--- config.mk ---
export PLATFORM = sky130hd
export DESIGN_NAME = bmp_header_and_pixel_unpacker_flat
export DESIGN_NICKNAME = d
export VERILOG_FILES = /design/src/hdl/bmp_pkg.sv /design/src/hdl/bmp_if.sv /design/src/hdl/bmp_div.sv /design/src/hdl/bmp_dp.sv /design/src/hdl/bmp_ctrl.sv /design/src/hdl/bmp_header_and_pixel_unpacker.sv /design/src/flat_wrapper.sv
export SDC_FILE = /design/constraint.sdc
export NUM_CORES = 1
export LEC_CHECK = 0
export BUFFER_PORTS_ARGS = -buffer_cell sky130_fd_sc_hd__buf_2
export CORE_MARGIN = 4
export CORE_UTILIZATION = 58
export DETAILED_ROUTE_END_ITERATION = 16
export PLACE_DENSITY = 0.77
export SKIP_CTS_REPAIR_TIMING = 1
export SLEW_MARGIN = 20
export SYNTH_ARGS = -nofsm -noshare
export SYNTH_HDL_FRONTEND = slang
export SYNTH_HIERARCHICAL = 1
export SYNTH_SLANG_ARGS = --single-unit
--- constraint.sdc ---
create_clock -name clk -period 6.1 [get_ports clk]
set_input_delay 1.83 -clock clk [delete_from_list [all_inputs] [get_ports clk]]
set_output_delay 1.83 -clock clk [all_outputs]
set_load 0.01 [all_outputs]
--- src/hdl/bmp_pkg.sv ---
// Shared types and constants of the bitmap header parser and pixel unpacker
package bmp_pkg;

  // Result kinds
  localparam logic [1:0] KIND_PIXEL  = 2'd0;
  localparam logic [1:0] KIND_SIG    = 2'd1;
  localparam logic [1:0] KIND_DEPTH  = 2'd2;
  localparam logic [1:0] KIND_OFFSET = 2'd3;

  // Header byte positions
  localparam logic [7:0] POS_SIG0   = 8'd0;
  localparam logic [7:0] POS_SIG1   = 8'd1;
  localparam logic [7:0] POS_OFFSET = 8'd10;
  localparam logic [7:0] POS_W_LO   = 8'd18;
  localparam logic [7:0] POS_W_HI   = 8'd19;
  localparam logic [7:0] POS_H_LO   = 8'd22;
  localparam logic [7:0] POS_H_HI   = 8'd23;
  localparam logic [7:0] POS_DEPTH  = 8'd28;
  localparam logic [7:0] POS_SIZE0  = 8'd34;
  localparam logic [7:0] POS_SIZE1  = 8'd35;
  localparam logic [7:0] POS_SIZE2  = 8'd36;
  localparam logic [7:0] POS_SIZE3  = 8'd37;

  // Header values
  localparam logic [7:0] SIG_B      = 8'd66;
  localparam logic [7:0] SIG_M      = 8'd77;
  localparam logic [7:0] MIN_OFFSET = 8'd38;
  localparam logic [7:0] DEPTH24    = 8'd24;
  localparam logic [7:0] DEPTH32    = 8'd32;

  // Datapath operand widths
  localparam int unsigned DIVIDEND_W = 32;
  localparam int unsigned DIVISOR_W  = 16;

  // Controller to datapath commands
  typedef struct packed {
    logic restart;
    logic hdr_byte;
    logic gap_byte;
    logic pix_byte;
    logic pad_byte;
    logic calc_mul;
    logic calc_sub;
  } bmp_cmd_t;

  // Datapath to controller status
  typedef struct packed {
    logic       hdr_err;
    logic [1:0] err_kind;
    logic       hdr_last;
    logic       dim_zero;
    logic       gap_wait;
    logic       pix_done;
    logic       row_end;
    logic       img_end;
    logic       pad_nz;
    logic       pad_last;
    logic       calc_done;
    logic       out_free;
  } bmp_sts_t;

endpackage

--- src/hdl/bmp_if.sv ---
// Valid/ready channel interfaces for file bytes and results

interface bmp_in_if;
  logic       valid;
  logic       ready;
  logic [7:0] file_byte;
  logic       start_of_file;

  modport source (output valid, output file_byte, output start_of_file, input ready);
  modport sink   (input valid, input file_byte, input start_of_file, output ready);
endinterface

interface bmp_out_if;
  logic       valid;
  logic       ready;
  logic [1:0] result_kind;
  logic [7:0] red;
  logic [7:0] green;
  logic [7:0] blue;
  logic [7:0] alpha;
  logic       has_alpha;
  logic       last_pixel;

  modport source (output valid, output result_kind, output red, output green, output blue,
                  output alpha, output has_alpha, output last_pixel, input ready);
  modport sink   (input valid, input result_kind, input red, input green, input blue,
                  input alpha, input has_alpha, input last_pixel, output ready);
endinterface

--- src/hdl/bmp_div.sv ---
// Iterative restoring divider, one quotient bit per cycle
module bmp_div (
  input  logic                                clk,
  input  logic                                rst_n,
  input  logic                                start,
  input  logic [bmp_pkg::DIVIDEND_W-1:0]      dividend,
  input  logic [bmp_pkg::DIVISOR_W-1:0]       divisor,
  output logic                                done,
  output logic [bmp_pkg::DIVIDEND_W-1:0]      quotient
);

  localparam int unsigned CNT_W = $clog2(bmp_pkg::DIVIDEND_W);

  logic                             busy_r;
  logic                             done_r;
  logic [CNT_W-1:0]                 cnt_r;
  logic [bmp_pkg::DIVIDEND_W-1:0]   quo_r;
  logic [bmp_pkg::DIVISOR_W-1:0]    rem_r;
  logic [bmp_pkg::DIVISOR_W-1:0]    dvs_r;
  logic [bmp_pkg::DIVISOR_W:0]      shifted;
  logic [bmp_pkg::DIVISOR_W:0]      trial;
  logic                             fits;

  // One trial subtraction
  always_comb begin
    shifted = {rem_r, quo_r[bmp_pkg::DIVIDEND_W-1]};
    trial   = shifted - {1'b0, dvs_r};
    fits    = shifted >= {1'b0, dvs_r};
  end

  // Control
  always_ff @(posedge clk) begin
    if (!rst_n) begin
      busy_r <= 1'b0;
      done_r <= 1'b0;
      cnt_r  <= '0;
    end else begin
      done_r <= 1'b0;
      if (start) begin
        busy_r <= 1'b1;
        cnt_r  <= '0;
      end else if (busy_r) begin
        cnt_r <= cnt_r + CNT_W'(1);
        if (cnt_r == CNT_W'(bmp_pkg::DIVIDEND_W - 1)) begin
          busy_r <= 1'b0;
          done_r <= 1'b1;
        end
      end
    end
  end

  // Operands
  always_ff @(posedge clk) begin
    if (start) begin
      quo_r <= dividend;
      rem_r <= '0;
      dvs_r <= divisor;
    end else if (busy_r) begin
      quo_r <= {quo_r[bmp_pkg::DIVIDEND_W-2:0], fits};
      rem_r <= fits ? trial[bmp_pkg::DIVISOR_W-1:0] : shifted[bmp_pkg::DIVISOR_W-1:0];
    end
  end

  assign done     = done_r;
  assign quotient = quo_r;

endmodule

--- src/hdl/bmp_dp.sv ---
// Datapath: header capture, padding calculation, pixel gathering, result register
module bmp_dp (
  input  logic                clk,
  input  logic                rst_n,
  input  logic [7:0]          file_byte,
  input  bmp_pkg::bmp_cmd_t   cmd,
  output bmp_pkg::bmp_sts_t   sts,
  input  logic                out_ready,
  output logic                out_valid,
  output logic [1:0]          result_kind,
  output logic [7:0]          red,
  output logic [7:0]          green,
  output logic [7:0]          blue,
  output logic [7:0]          alpha,
  output logic                has_alpha,
  output logic                last_pixel
);

  logic [7:0]  pos_r;
  logic [7:0]  offset_r;
  logic [15:0] width_r;
  logic [15:0] height_r;
  logic        alpha_mode_r;
  logic [31:0] size_r;
  logic [31:0] prod_r;
  logic [31:0] row_pad_r;
  logic [23:0] gather_r;
  logic [1:0]  bip_r;
  logic [15:0] col_r;
  logic [15:0] row_r;
  logic [31:0] pad_rem_r;

  logic        out_valid_r;
  logic [1:0]  kind_r;
  logic [7:0]  red_r;
  logic [7:0]  green_r;
  logic [7:0]  blue_r;
  logic [7:0]  alpha_r;
  logic        has_alpha_r;
  logic        last_r;

  logic [7:0]  pos_eff;
  logic [33:0] expected;
  logic [31:0] diff;
  logic        div_done;
  logic [31:0] quotient;
  logic        emit_err;
  logic        emit_pix;

  // A start-of-file byte is always byte zero
  assign pos_eff = cmd.restart ? bmp_pkg::POS_SIG0 : pos_r;

  // Status towards the controller
  always_comb begin
    sts          = '0;
    sts.err_kind = bmp_pkg::KIND_PIXEL;
    case (pos_eff)
      bmp_pkg::POS_SIG1: begin
        if (gather_r[7:0] != bmp_pkg::SIG_B || file_byte != bmp_pkg::SIG_M) begin
          sts.hdr_err  = 1'b1;
          sts.err_kind = bmp_pkg::KIND_SIG;
        end
      end
      bmp_pkg::POS_OFFSET: begin
        if (file_byte < bmp_pkg::MIN_OFFSET) begin
          sts.hdr_err  = 1'b1;
          sts.err_kind = bmp_pkg::KIND_OFFSET;
        end
      end
      bmp_pkg::POS_DEPTH: begin
        if (file_byte != bmp_pkg::DEPTH24 && file_byte != bmp_pkg::DEPTH32) begin
          sts.hdr_err  = 1'b1;
          sts.err_kind = bmp_pkg::KIND_DEPTH;
        end
      end
      default: ;
    endcase
    sts.hdr_last  = pos_eff == bmp_pkg::POS_SIZE3;
    sts.dim_zero  = (width_r == 16'd0) || (height_r == 16'd0);
    sts.gap_wait  = pos_r < offset_r;
    sts.pix_done  = bip_r == (alpha_mode_r ? 2'd3 : 2'd2);
    sts.row_end   = ({1'b0, col_r} + 17'd1) >= {1'b0, width_r};
    sts.img_end   = ({1'b0, row_r} + 17'd1) >= {1'b0, height_r};
    sts.pad_nz    = row_pad_r != 32'd0;
    sts.pad_last  = pad_rem_r <= 32'd1;
    sts.calc_done = div_done;
    sts.out_free  = !out_valid_r || out_ready;
  end

  // Surplus bytes over the packed pixel data, clamped at zero
  always_comb begin
    if (alpha_mode_r) begin
      expected = {prod_r, 2'b00};
    end else begin
      expected = {2'b00, prod_r} + {1'b0, prod_r, 1'b0};
    end
    if ({2'b00, size_r} > expected) begin
      diff = size_r - expected[31:0];
    end else begin
      diff = 32'd0;
    end
  end

  bmp_div u_div (
    .clk      (clk),
    .rst_n    (rst_n),
    .start    (cmd.calc_sub),
    .dividend (diff),
    .divisor  (height_r),
    .done     (div_done),
    .quotient (quotient)
  );

  assign emit_err = cmd.hdr_byte && sts.hdr_err;
  assign emit_pix = cmd.pix_byte && sts.pix_done;

  // Byte position and pixel counters
  always_ff @(posedge clk) begin
    if (!rst_n) begin
      pos_r <= '0;
      bip_r <= '0;
      col_r <= '0;
      row_r <= '0;
    end else begin
      if (cmd.hdr_byte || cmd.gap_byte) begin
        pos_r <= pos_eff + 8'd1;
      end
      if (cmd.restart) begin
        bip_r <= '0;
        col_r <= '0;
        row_r <= '0;
      end else if (cmd.pix_byte) begin
        if (sts.pix_done) begin
          bip_r <= '0;
          if (sts.row_end) begin
            col_r <= '0;
            row_r <= row_r + 16'd1;
          end else begin
            col_r <= col_r + 16'd1;
          end
        end else begin
          bip_r <= bip_r + 2'd1;
        end
      end
    end
  end

  // Header fields, gather register, padding
  always_ff @(posedge clk) begin
    if (cmd.hdr_byte) begin
      case (pos_eff)
        bmp_pkg::POS_SIG0:   gather_r <= {16'd0, file_byte};
        bmp_pkg::POS_SIG1:   gather_r <= '0;
        bmp_pkg::POS_OFFSET: offset_r <= file_byte;
        bmp_pkg::POS_W_LO:   width_r[7:0]   <= file_byte;
        bmp_pkg::POS_W_HI:   width_r[15:8]  <= file_byte;
        bmp_pkg::POS_H_LO:   height_r[7:0]  <= file_byte;
        bmp_pkg::POS_H_HI:   height_r[15:8] <= file_byte;
        bmp_pkg::POS_DEPTH:  alpha_mode_r   <= file_byte == bmp_pkg::DEPTH32;
        bmp_pkg::POS_SIZE0:  size_r[7:0]    <= file_byte;
        bmp_pkg::POS_SIZE1:  size_r[15:8]   <= file_byte;
        bmp_pkg::POS_SIZE2:  size_r[23:16]  <= file_byte;
        bmp_pkg::POS_SIZE3:  size_r[31:24]  <= file_byte;
        default: ;
      endcase
    end else if (cmd.pix_byte) begin
      if (sts.pix_done) begin
        gather_r <= '0;
      end else begin
        gather_r[{bip_r, 3'b000} +: 8] <= file_byte;
      end
    end
    if (cmd.calc_mul) begin
      prod_r <= {16'd0, width_r} * {16'd0, height_r};
    end
    if (div_done) begin
      row_pad_r <= quotient;
    end
    if (emit_pix && sts.row_end && !sts.img_end) begin
      pad_rem_r <= row_pad_r;
    end else if (cmd.pad_byte && pad_rem_r != 32'd0) begin
      pad_rem_r <= pad_rem_r - 32'd1;
    end
  end

  // Result register
  always_ff @(posedge clk) begin
    if (!rst_n) begin
      out_valid_r <= 1'b0;
    end else if (emit_err || emit_pix) begin
      out_valid_r <= 1'b1;
    end else if (out_ready) begin
      out_valid_r <= 1'b0;
    end
  end

  always_ff @(posedge clk) begin
    if (emit_err) begin
      kind_r      <= sts.err_kind;
      red_r       <= '0;
      green_r     <= '0;
      blue_r      <= '0;
      alpha_r     <= '0;
      has_alpha_r <= 1'b0;
      last_r      <= 1'b0;
    end else if (emit_pix) begin
      kind_r      <= bmp_pkg::KIND_PIXEL;
      blue_r      <= gather_r[7:0];
      green_r     <= gather_r[15:8];
      red_r       <= alpha_mode_r ? gather_r[23:16] : file_byte;
      alpha_r     <= alpha_mode_r ? file_byte : 8'd0;
      has_alpha_r <= alpha_mode_r;
      last_r      <= sts.row_end && sts.img_end;
    end
  end

  assign out_valid   = out_valid_r;
  assign result_kind = kind_r;
  assign red         = red_r;
  assign green       = green_r;
  assign blue        = blue_r;
  assign alpha       = alpha_r;
  assign has_alpha   = has_alpha_r;
  assign last_pixel  = last_r;

endmodule

--- src/hdl/bmp_ctrl.sv ---
// Controller: parse phase state machine and padding calculation sequencing
module bmp_ctrl (
  input  logic                clk,
  input  logic                rst_n,
  input  logic                in_valid,
  input  logic                start_of_file,
  input  bmp_pkg::bmp_sts_t   sts,
  output logic                in_ready,
  output bmp_pkg::bmp_cmd_t   cmd
);

  localparam logic [2:0] ST_HEADER = 3'd0;
  localparam logic [2:0] ST_GAP    = 3'd1;
  localparam logic [2:0] ST_PIXEL  = 3'd2;
  localparam logic [2:0] ST_PAD    = 3'd3;
  localparam logic [2:0] ST_IDLE   = 3'd4;
  localparam logic [2:0] ST_MUL    = 3'd5;
  localparam logic [2:0] ST_SUB    = 3'd6;
  localparam logic [2:0] ST_DIV    = 3'd7;

  logic [2:0] state_r;
  logic [2:0] state_nxt;
  logic [2:0] phase;
  logic       calc;
  logic       accept;

  // Byte acceptance; stalled while the padding is worked out or while a result waits
  assign calc     = (state_r == ST_MUL) || (state_r == ST_SUB) || (state_r == ST_DIV);
  assign in_ready = !calc && sts.out_free;
  assign accept   = in_valid && in_ready;
  assign phase    = start_of_file ? ST_HEADER : state_r;

  // Commands for the transfer in hand
  always_comb begin
    cmd          = '0;
    cmd.restart  = accept && start_of_file;
    cmd.hdr_byte = accept && (phase == ST_HEADER);
    cmd.gap_byte = accept && (phase == ST_GAP) && sts.gap_wait;
    cmd.pix_byte = accept && ((phase == ST_PIXEL) || ((phase == ST_GAP) && !sts.gap_wait));
    cmd.pad_byte = accept && (phase == ST_PAD);
    cmd.calc_mul = state_r == ST_MUL;
    cmd.calc_sub = state_r == ST_SUB;
  end

  // Next state
  always_comb begin
    state_nxt = state_r;
    case (state_r)
      ST_MUL: state_nxt = ST_SUB;
      ST_SUB: state_nxt = ST_DIV;
      ST_DIV: begin
        if (sts.calc_done) begin
          state_nxt = ST_GAP;
        end
      end
      default: begin
        if (accept) begin
          case (phase)
            ST_HEADER: begin
              if (sts.hdr_err) begin
                state_nxt = ST_IDLE;
              end else if (sts.hdr_last) begin
                state_nxt = sts.dim_zero ? ST_IDLE : ST_MUL;
              end else begin
                state_nxt = ST_HEADER;
              end
            end
            ST_GAP, ST_PIXEL: begin
              if (phase == ST_GAP && sts.gap_wait) begin
                state_nxt = ST_GAP;
              end else if (sts.pix_done && sts.row_end) begin
                if (sts.img_end) begin
                  state_nxt = ST_IDLE;
                end else begin
                  state_nxt = sts.pad_nz ? ST_PAD : ST_PIXEL;
                end
              end else begin
                state_nxt = ST_PIXEL;
              end
            end
            ST_PAD: state_nxt = sts.pad_last ? ST_PIXEL : ST_PAD;
            default: state_nxt = ST_IDLE;
          endcase
        end
      end
    endcase
  end

  always_ff @(posedge clk) begin
    if (!rst_n) begin
      state_r <= ST_HEADER;
    end else begin
      state_r <= state_nxt;
    end
  end

`ifndef SYNTHESIS
  // Multiply step is always followed by the subtract step
  a_mul_then_sub: assert property (@(posedge clk) disable iff (!rst_n)
    state_r == ST_MUL |=> state_r == ST_SUB)
    else $error("padding calculation skipped the subtract step");

  // Divider finishes only while the controller waits for it
  a_done_in_div: assert property (@(posedge clk) disable iff (!rst_n)
    sts.calc_done |-> state_r == ST_DIV)
    else $error("divider finished outside the wait state");

  // A header error stops the parser
  a_err_idle: assert property (@(posedge clk) disable iff (!rst_n)
    (cmd.hdr_byte && sts.hdr_err) |=> state_r == ST_IDLE)
    else $error("parser kept running after a header error");

  // The final pixel stops the parser
  a_last_idle: assert property (@(posedge clk) disable iff (!rst_n)
    (cmd.pix_byte && sts.pix_done && sts.row_end && sts.img_end) |=> state_r == ST_IDLE)
    else $error("parser kept running after the final pixel");
`endif

endmodule

--- src/hdl/bmp_header_and_pixel_unpacker.sv ---
// Top level: bitmap header parser and pixel unpacker
//
//  Channel  Direction  Handshake    Payload
//  in_ch    sink       valid/ready  file_byte[7:0], start_of_file
//  out_ch   source     valid/ready  result_kind[1:0], red, green, blue, alpha, has_alpha,
//                                   last_pixel
//
// One file byte is taken per cycle unless the input stalls; a byte gives at most
// one result, held in an output register, so a byte is taken in the cycle its
// predecessor's result leaves. After header byte 37 of an image with nonzero width
// and height, the input stalls while the row padding is derived: a multiply step, a
// subtract step and the serial divider (32 quotient steps, then its done flag).
// Reset is synchronous and active low; the first byte after reset counts as byte zero.
// The input also stalls while a result waits and out_ch.ready is low.
module bmp_header_and_pixel_unpacker (
  input  logic        clk,
  input  logic        rst_n,
  bmp_in_if.sink      in_ch,
  bmp_out_if.source   out_ch
);

  bmp_pkg::bmp_cmd_t cmd;
  bmp_pkg::bmp_sts_t sts;

  bmp_ctrl u_ctrl (
    .clk           (clk),
    .rst_n         (rst_n),
    .in_valid      (in_ch.valid),
    .start_of_file (in_ch.start_of_file),
    .sts           (sts),
    .in_ready      (in_ch.ready),
    .cmd           (cmd)
  );

  bmp_dp u_dp (
    .clk           (clk),
    .rst_n         (rst_n),
    .file_byte     (in_ch.file_byte),
    .cmd           (cmd),
    .sts           (sts),
    .out_ready     (out_ch.ready),
    .out_valid     (out_ch.valid),
    .result_kind   (out_ch.result_kind),
    .red           (out_ch.red),
    .green         (out_ch.green),
    .blue          (out_ch.blue),
    .alpha         (out_ch.alpha),
    .has_alpha     (out_ch.has_alpha),
    .last_pixel    (out_ch.last_pixel)
  );

endmodule

--- src/flat_wrapper.sv ---
// flat-port wrapper written by rule: the top's interface ports become plain ports
module bmp_header_and_pixel_unpacker_flat 
  (clk, rst_n, in_ch_valid, in_ch_file_byte, in_ch_start_of_file, in_ch_ready, out_ch_valid, out_ch_result_kind, out_ch_red, out_ch_green, out_ch_blue, out_ch_alpha, out_ch_has_alpha, out_ch_last_pixel, out_ch_ready);
  bmp_in_if in_ch_i ();
  bmp_out_if out_ch_i ();
  input  logic clk;
  input  logic rst_n;
  input wire logic [$bits(in_ch_i.valid)-1:0] in_ch_valid;
  input wire logic [$bits(in_ch_i.file_byte)-1:0] in_ch_file_byte;
  input wire logic [$bits(in_ch_i.start_of_file)-1:0] in_ch_start_of_file;
  output wire logic [$bits(in_ch_i.ready)-1:0] in_ch_ready;
  output wire logic [$bits(out_ch_i.valid)-1:0] out_ch_valid;
  output wire logic [$bits(out_ch_i.result_kind)-1:0] out_ch_result_kind;
  output wire logic [$bits(out_ch_i.red)-1:0] out_ch_red;
  output wire logic [$bits(out_ch_i.green)-1:0] out_ch_green;
  output wire logic [$bits(out_ch_i.blue)-1:0] out_ch_blue;
  output wire logic [$bits(out_ch_i.alpha)-1:0] out_ch_alpha;
  output wire logic [$bits(out_ch_i.has_alpha)-1:0] out_ch_has_alpha;
  output wire logic [$bits(out_ch_i.last_pixel)-1:0] out_ch_last_pixel;
  input wire logic [$bits(out_ch_i.ready)-1:0] out_ch_ready;
  assign in_ch_i.valid = in_ch_valid;
  assign in_ch_i.file_byte = in_ch_file_byte;
  assign in_ch_i.start_of_file = in_ch_start_of_file;
  assign in_ch_ready = in_ch_i.ready;
  assign out_ch_valid = out_ch_i.valid;
  assign out_ch_result_kind = out_ch_i.result_kind;
  assign out_ch_red = out_ch_i.red;
  assign out_ch_green = out_ch_i.green;
  assign out_ch_blue = out_ch_i.blue;
  assign out_ch_alpha = out_ch_i.alpha;
  assign out_ch_has_alpha = out_ch_i.has_alpha;
  assign out_ch_last_pixel = out_ch_i.last_pixel;
  assign out_ch_i.ready = out_ch_ready;
  bmp_header_and_pixel_unpacker u_core (.clk(clk), .rst_n(rst_n), .in_ch(in_ch_i), .out_ch(out_ch_i));
endmodule
==> reports/qor.txt, run 1 <==
Synth Cell Area: 28,400 um2
Slew HR: 24.8%
Max VDD drop: 246 uV
Vias in the first global route: 22,100
Final slew viol count: 0
Commonest non-fill, non-tap cells in the layout: inv_1 (303), nand2_1 (275), edfxtp_1 (243)
Seq pwr share: 44.2%
Final worst slack: 0.0883 ns
Via count: 22,400
CP max-delay cell: fa_1
Leakage dissipation: 13.8 nW
Post-synthesis instance total: 2,914
Clock sink count: 346
Final Power: 6.09 mW
Hold_ws: 0.445 ns
Hpwl dp: 57,800 um
Cell Int Power: 4.44 mW
DRC errors left: 0
WP data arrival: 6.32 ns
Clk buf depth: 3
Vias/cell: 5.93
IO Port Bufs: 50
Fin Clk Skew: 0.0214 ns
Worst-Margin Slew: 1.12 ns
Synth-to-layout area growth: 13.5%
# rows: 80
Mean Syn Cell Area: 9.76 um2
Layout cell share with drive strength beyond 1: 16.6%
CP Cell Sequence: inv_2, buf_12, nor2_1, fa_1, inv_1, fa_1, inv_2, fa_1, fa_1, fa_1, inv_2, fa_1, inv_2, ha_4, buf_4, a21oi_1, o221a_4, a31oi_4, a211oi_2, nor3_2, a211o_1, a21oi_2, xnor2_1
Wire length of the first global-routing pass: 120,000 um
Slowest stage delay, CP: 0.52 ns
Largest net degree at the start of global routing: 50
Antenna fix cells: 0
I/O pin cnt: 51
DRC violation total after the first TritonRoute iteration: 1,813
Status: finished, final reports clean
Clk pwr share: 40.6%
All-layer global routing usage: 28.4%
Clock-pin slew on the worst setup and hold paths: 0.06 ns
Util after Layout: 67.0%
Crit end category: flop
H-tree depth: 2
Antenna Violating Nets Remaining: 0
Critical path peak fanout: 4
Logic pwr share: 15.2%
Die Span X: 229 um
Initial antenna violation count: 1
Core region area: 48,100 um2
Post-Route WL: 76,900 um
CTS tree: yes
Final Setup Violations: 0
WP data required: 6.41 ns
Switching Fraction: 27.0%
Most frequent cell on the critical path: fa_1
DIE AREA: 52,600 um2
Grt ovf: 0
Post-route clock period utilization: 98.6%
Die Ht: 229 um
CTS Buf Count: 40
Most common cell after layout, fill and taps aside: inv_1
Clock period minus final worst setup slack: 6.01 ns
Setup CP Type: reg -> reg
Hold Fails Final Rpt: 0
Synth Net Count: 3,362
Drt wl/cell: 20.4 um
Router iterations before antenna repair: 8
Worst setup SP type: flop
Unrepaired setup endpoints after global routing: true
Post-DP Area: 30,200 um2
Pre-CTS setup slack: -0.194 ns
Starting Density: 59.1%
Switching Power: 1.64 mW
Fillers: 3,732
Cell area after layout: 32,300 um2
Nets@finish: 3,534
Max Freq: 166 MHz
Max-cap violations: 0
Placer's final routability congestion estimate: 0.955
PwrDens: 189 nW/um2
Clock latency on the worst-skew pair: 0.57 ns
Hold/Removal Path Class: reg -> reg
Syn. warnings: 6
Clock root buffer: clkbuf_16
per-layer routing:
metal | GRT usage [%] | vias to the layer above | part of all wire (%)
li1 | - | 10400 | -
met1 | 37.7 | 11000 | 41
met2 | 48.1 | 828 | 48
met3 | 4.54 | 154 | 6.7
met4 | 8.88 | 2 | 3.5
met5 | 0 | - | 0.025
layout make-up:
class / instances / area (um2) / share of cell area (%)
Multi-Input combinational cell: 2127 / 17700 / 54.8
Clock buffer: 55 / 1120 / 3.47
Inverter: 336 / 1270 / 3.94
Timing Repair Buffer: 235 / 1790 / 5.54
Tap cell: 656 / 821 / 2.54
Clock inverter: 19 / 238 / 0.737
Sequential cell: 346 / 9360 / 29.0
power groups by stage:
stage / logic (mW) / registers, mW / clock network (mW)
2_1_floorplan: 0.731 / 2.70 / 0
3_3_place_gp: 0.878 / 2.73 / 0
3_5_place_dp: 0.909 / 2.73 / 0
4_1_cts: 0.914 / 2.69 / 2.52
5_1_grt: 1.02 / 2.70 / 2.62
6_report: 0.924 / 2.69 / 2.47
per-stage QoR:
stage | instances | setup TNS (ns)
floorplan | 2914 | 0
detailed placement | 3663 | -0.449
CTS | 3737 | -0.488
global route | 3774 | -0.322
finish | 3774 | 0
global placement | 3663 | -0.0751
state kept, by name, summed over array words and instances (netlist names), 24 cells and up:
| signal | count |
|---|---|
| u_core/u_dp/size_r | 32 |
| u_core/u_dp/gather_r | 24 |
| u_core/u_dp/prod_r | 32 |
| u_core/u_dp/u_div/quotient | 32 |
| u_core/u_dp/row_pad_r | 32 |
| u_core/u_dp/pad_rem_r | 32 |
path summary, 6_finish.rpt:
path	start	end	slack (ns)	cells after the start
min	u_core/u_dp/u_div/quotient[3]	u_core/u_dp/row_pad_r[3]	0.45	0
max reg2reg	u_core/u_dp/width_r[5]	u_core/u_dp/prod_r[31]	0.09	23
max	u_core/u_dp/width_r[5]	u_core/u_dp/prod_r[31]	0.09	23
min reg2reg	u_core/u_dp/u_div/quotient[3]	u_core/u_dp/row_pad_r[3]	0.45	0
worst max-delay path: cells and delay by family, from the launching register on:
kind	cells	cell delay, ns
AOI/OAI and AO/OA	6	1.26
xor gates and xnor gates	1	0.07
adders and majority gates	7	3.27
buffers and inverters	7	0.59
DFF	1	0.44
and+or+nand+nor	2	0.14
(Power assumes the default switching activity.)
==> inputs of run 2 (changes only) <==
Settings changed: PLACE_DENSITY 0.77 to 0.74.
Clock period 6.1 ns to 6.08 ns, I/O delays scaled along.
==> reports/qor.txt, run 2 (synthesized netlist as in run 1, its figures left out) <==
Cell Int Power: 4.30 mW (-3.2%)
Hold_ws: 0.446 ns (+0.000415 ns)
Vias in the first global route: 21,900 (-1.2%)
RR Startpoint: u_core/u_dp/height_r[3]
Hold_sp: u_core/u_dp/u_div/quotient[24]
Post-Route WL: 75,000 um (-2.5%)
Critical path peak fanout: 6 (+2)
Vias/cell: 5.91 (-0.38%)
Crit end category: flop
Max VDD drop: 205 uV (-17%)
CTS tree: yes
Slew HR: 28.1% (+3.4 points)
Largest net degree at the start of global routing: 54 (+8.0%)
Antenna Violating Nets Remaining: 0 (unchanged)
Via count: 22,200 (-0.70%)
Routed wl met3: 4790 um (-6.5%)
Hold Fails Final Rpt: 0 (unchanged)
CP Cell Sequence: buf_6, nand2_1, fa_1, fa_2, fa_2, inv_2, fa_2, fa_1, inv_1, fa_1, inv_2, ha_4, nand4_1, nor2_1, o21ai_2, a31oi_4, a211oi_2, nor3_2, and2_1, o21ai_1, a221oi_1
Slowest stage delay, CP: 0.58 ns (+0.06 ns)
Antenna fix cells: 0 (unchanged)
Max-cap violations: 0 (unchanged)
Clock latency on the worst-skew pair: 0.56 ns (about the same)
Nets@finish: 3,526 (-0.23%)
Commonest non-fill, non-tap cells in the layout: inv_1 (301), nand2_1 (274), edfxtp_1 (243)
Flop-to-flop setup slack: 0.06 ns (-0.03 ns)
Fillers: 3,796 (+1.7%)
Initial antenna violation count: 1 (unchanged)
Router iterations before antenna repair: 6 (-2)
Drt wl/cell: 19.9 um (-2.2%)
Hpwl dp: 57,000 um (-1.4%)
Synth-to-layout area growth: 12.6%
Die Ht: 229 um (unchanged)
PwrDens: 186 nW/um2 (-1.6%)
WP data required: 6.45 ns (+0.04 ns)
# rows: 80 (unchanged)
Final Setup Violations: 0 (unchanged)
Setup CP Type: reg -> reg
Core region area: 48,100 um2 (unchanged)
Post-DP Area: 30,100 um2 (-0.22%)
DIE AREA: 52,600 um2 (unchanged)
Util after Layout: 66.5% (-0.50 points)
Clock period minus final worst setup slack: 6.02 ns (+0.0126 ns)
All-layer global routing usage: 27.7% (-0.69 points)
Metal-1 WL: 31,600 um (-1.1%)
Seq pwr share: 45.5% (+1.3 points)
H-tree depth: 2 (unchanged)
Status: finished, final reports clean
CP max-delay cell: fa_2
Die Span X: 229 um (unchanged)
Clk pwr share: 38.7% (-1.9 points)
Hold/Removal Path Class: reg -> reg
Max layer used: met5
Leakage dissipation: 13.7 nW (-0.55%)
Most common cell after layout, fill and taps aside: inv_1
Post-route clock period utilization: 99.1% (+0.53 points)
CP startpoint: u_core/u_dp/height_r[3]
Clock-pin slew on the worst setup and hold paths: 0.07 ns (about the same)
Worst-Margin Slew: 1.07 ns (-0.0520 ns)
Grt ovf: 0 (unchanged)
Final Power: 5.95 mW (-2.3%)
Layout cell share with drive strength beyond 1: 16.2% (-0.45 points)
Wire length of the first global-routing pass: 117,000 um (-2.0%)
Worst setup SP type: flop
DRC errors left: 0 (unchanged)
Clock root buffer: clkbuf_16
IO Port Bufs: 50 (unchanged)
Unrepaired setup endpoints after global routing: true
CTS Buf Count: 39 (-2.5%)
DRC violation total after the first TritonRoute iteration: 1,605 (-11%)
Starting Density: 59.1% (unchanged)
Cell area after layout: 32,000 um2 (-0.75%)
Final slew viol count: 0 (unchanged)
WHS Path Cells: 0 (unchanged)
WL met2: 35,600 um (-4.0%)
Worst r2r path cells: 21 (-8.7%)
Fin Clk Skew: 0.0204 ns (-0.000952 ns)
Clk buf depth: 3 (unchanged)
Max Freq: 166 MHz (-0.21%)
Logic pwr share: 15.8% (+0.6 points)
I/O pin cnt: 51 (unchanged)
Switching Fraction: 27.7% (+0.71 points)
Switching Power: 1.65 mW (+0.27%)
Clock sink count: 346 (unchanged)
WP data arrival: 6.39 ns (+0.07 ns)
Placer's final routability congestion estimate: 0.966 (+1.2%)
==> run 2: power groups by stage <==
stage / Clock, mW / Sequential (mW) / Combinational, mW
detailed placement: 0 / 2.75 / 0.918
floorplan: 0 / 2.71 / 0.734
CTS: 2.35 / 2.70 / 0.923
global route: 2.45 / 2.71 / 1.04
global placement: 0 / 2.75 / 0.886
finish: 2.30 / 2.71 / 0.938
==> run 2: worst paths after layout <==
kind | to
min reg2reg | u_core/u_dp/row_pad_r[24]
max reg2reg | u_core/u_dp/prod_r[29]
max | u_core/u_dp/prod_r[29]
min | u_core/u_dp/row_pad_r[24]
==> run 2: critical path: cells and delay by family (launching register included) <==
kind                       cells  cell delay [ns]
AOI/OAI and AO/OA              5             0.78
and+or+nand+nor                5             0.82
DFF                            1             0.52
buffers and inverters          4             0.30
adders and majority gates      7             3.38
==> run 2: layout make-up <==
cell class	count	area [um2]	share of cell area (%)
clock inverters	22	178	0.555
clock buffers	47	1050	3.27
flip-flops and latches	346	9360	29.2
inverters	336	1260	3.95
well taps	656	821	2.56
multi-input cells	2127	17600	55.0
repair buffers	228	1730	5.40
==> run 2: per-stage QoR <==
| step | setup slack, ns | instances | setup TNS [ns] |
|---|---|---|---|
| after floorplan | 0.00943 | 2914 | 0 |
| after global placement | -0.0589 | 3656 | -0.0825 |
| after detailed placement | -0.208 | 3656 | -0.643 |
| after CTS | -0.251 | 3725 | -0.977 |
| after global routing | -0.179 | 3762 | -0.555 |
| final | 0.0557 | 3762 | 0 |
==> run 2: per-layer routing <==
metal / up-vias / track usage, %
li1: 10400 / -
met1: 10800 / 37.3
met2: 841 / 46.3
met3: 172 / 4.32
met4: 2 / 9.07
met5: - / 0
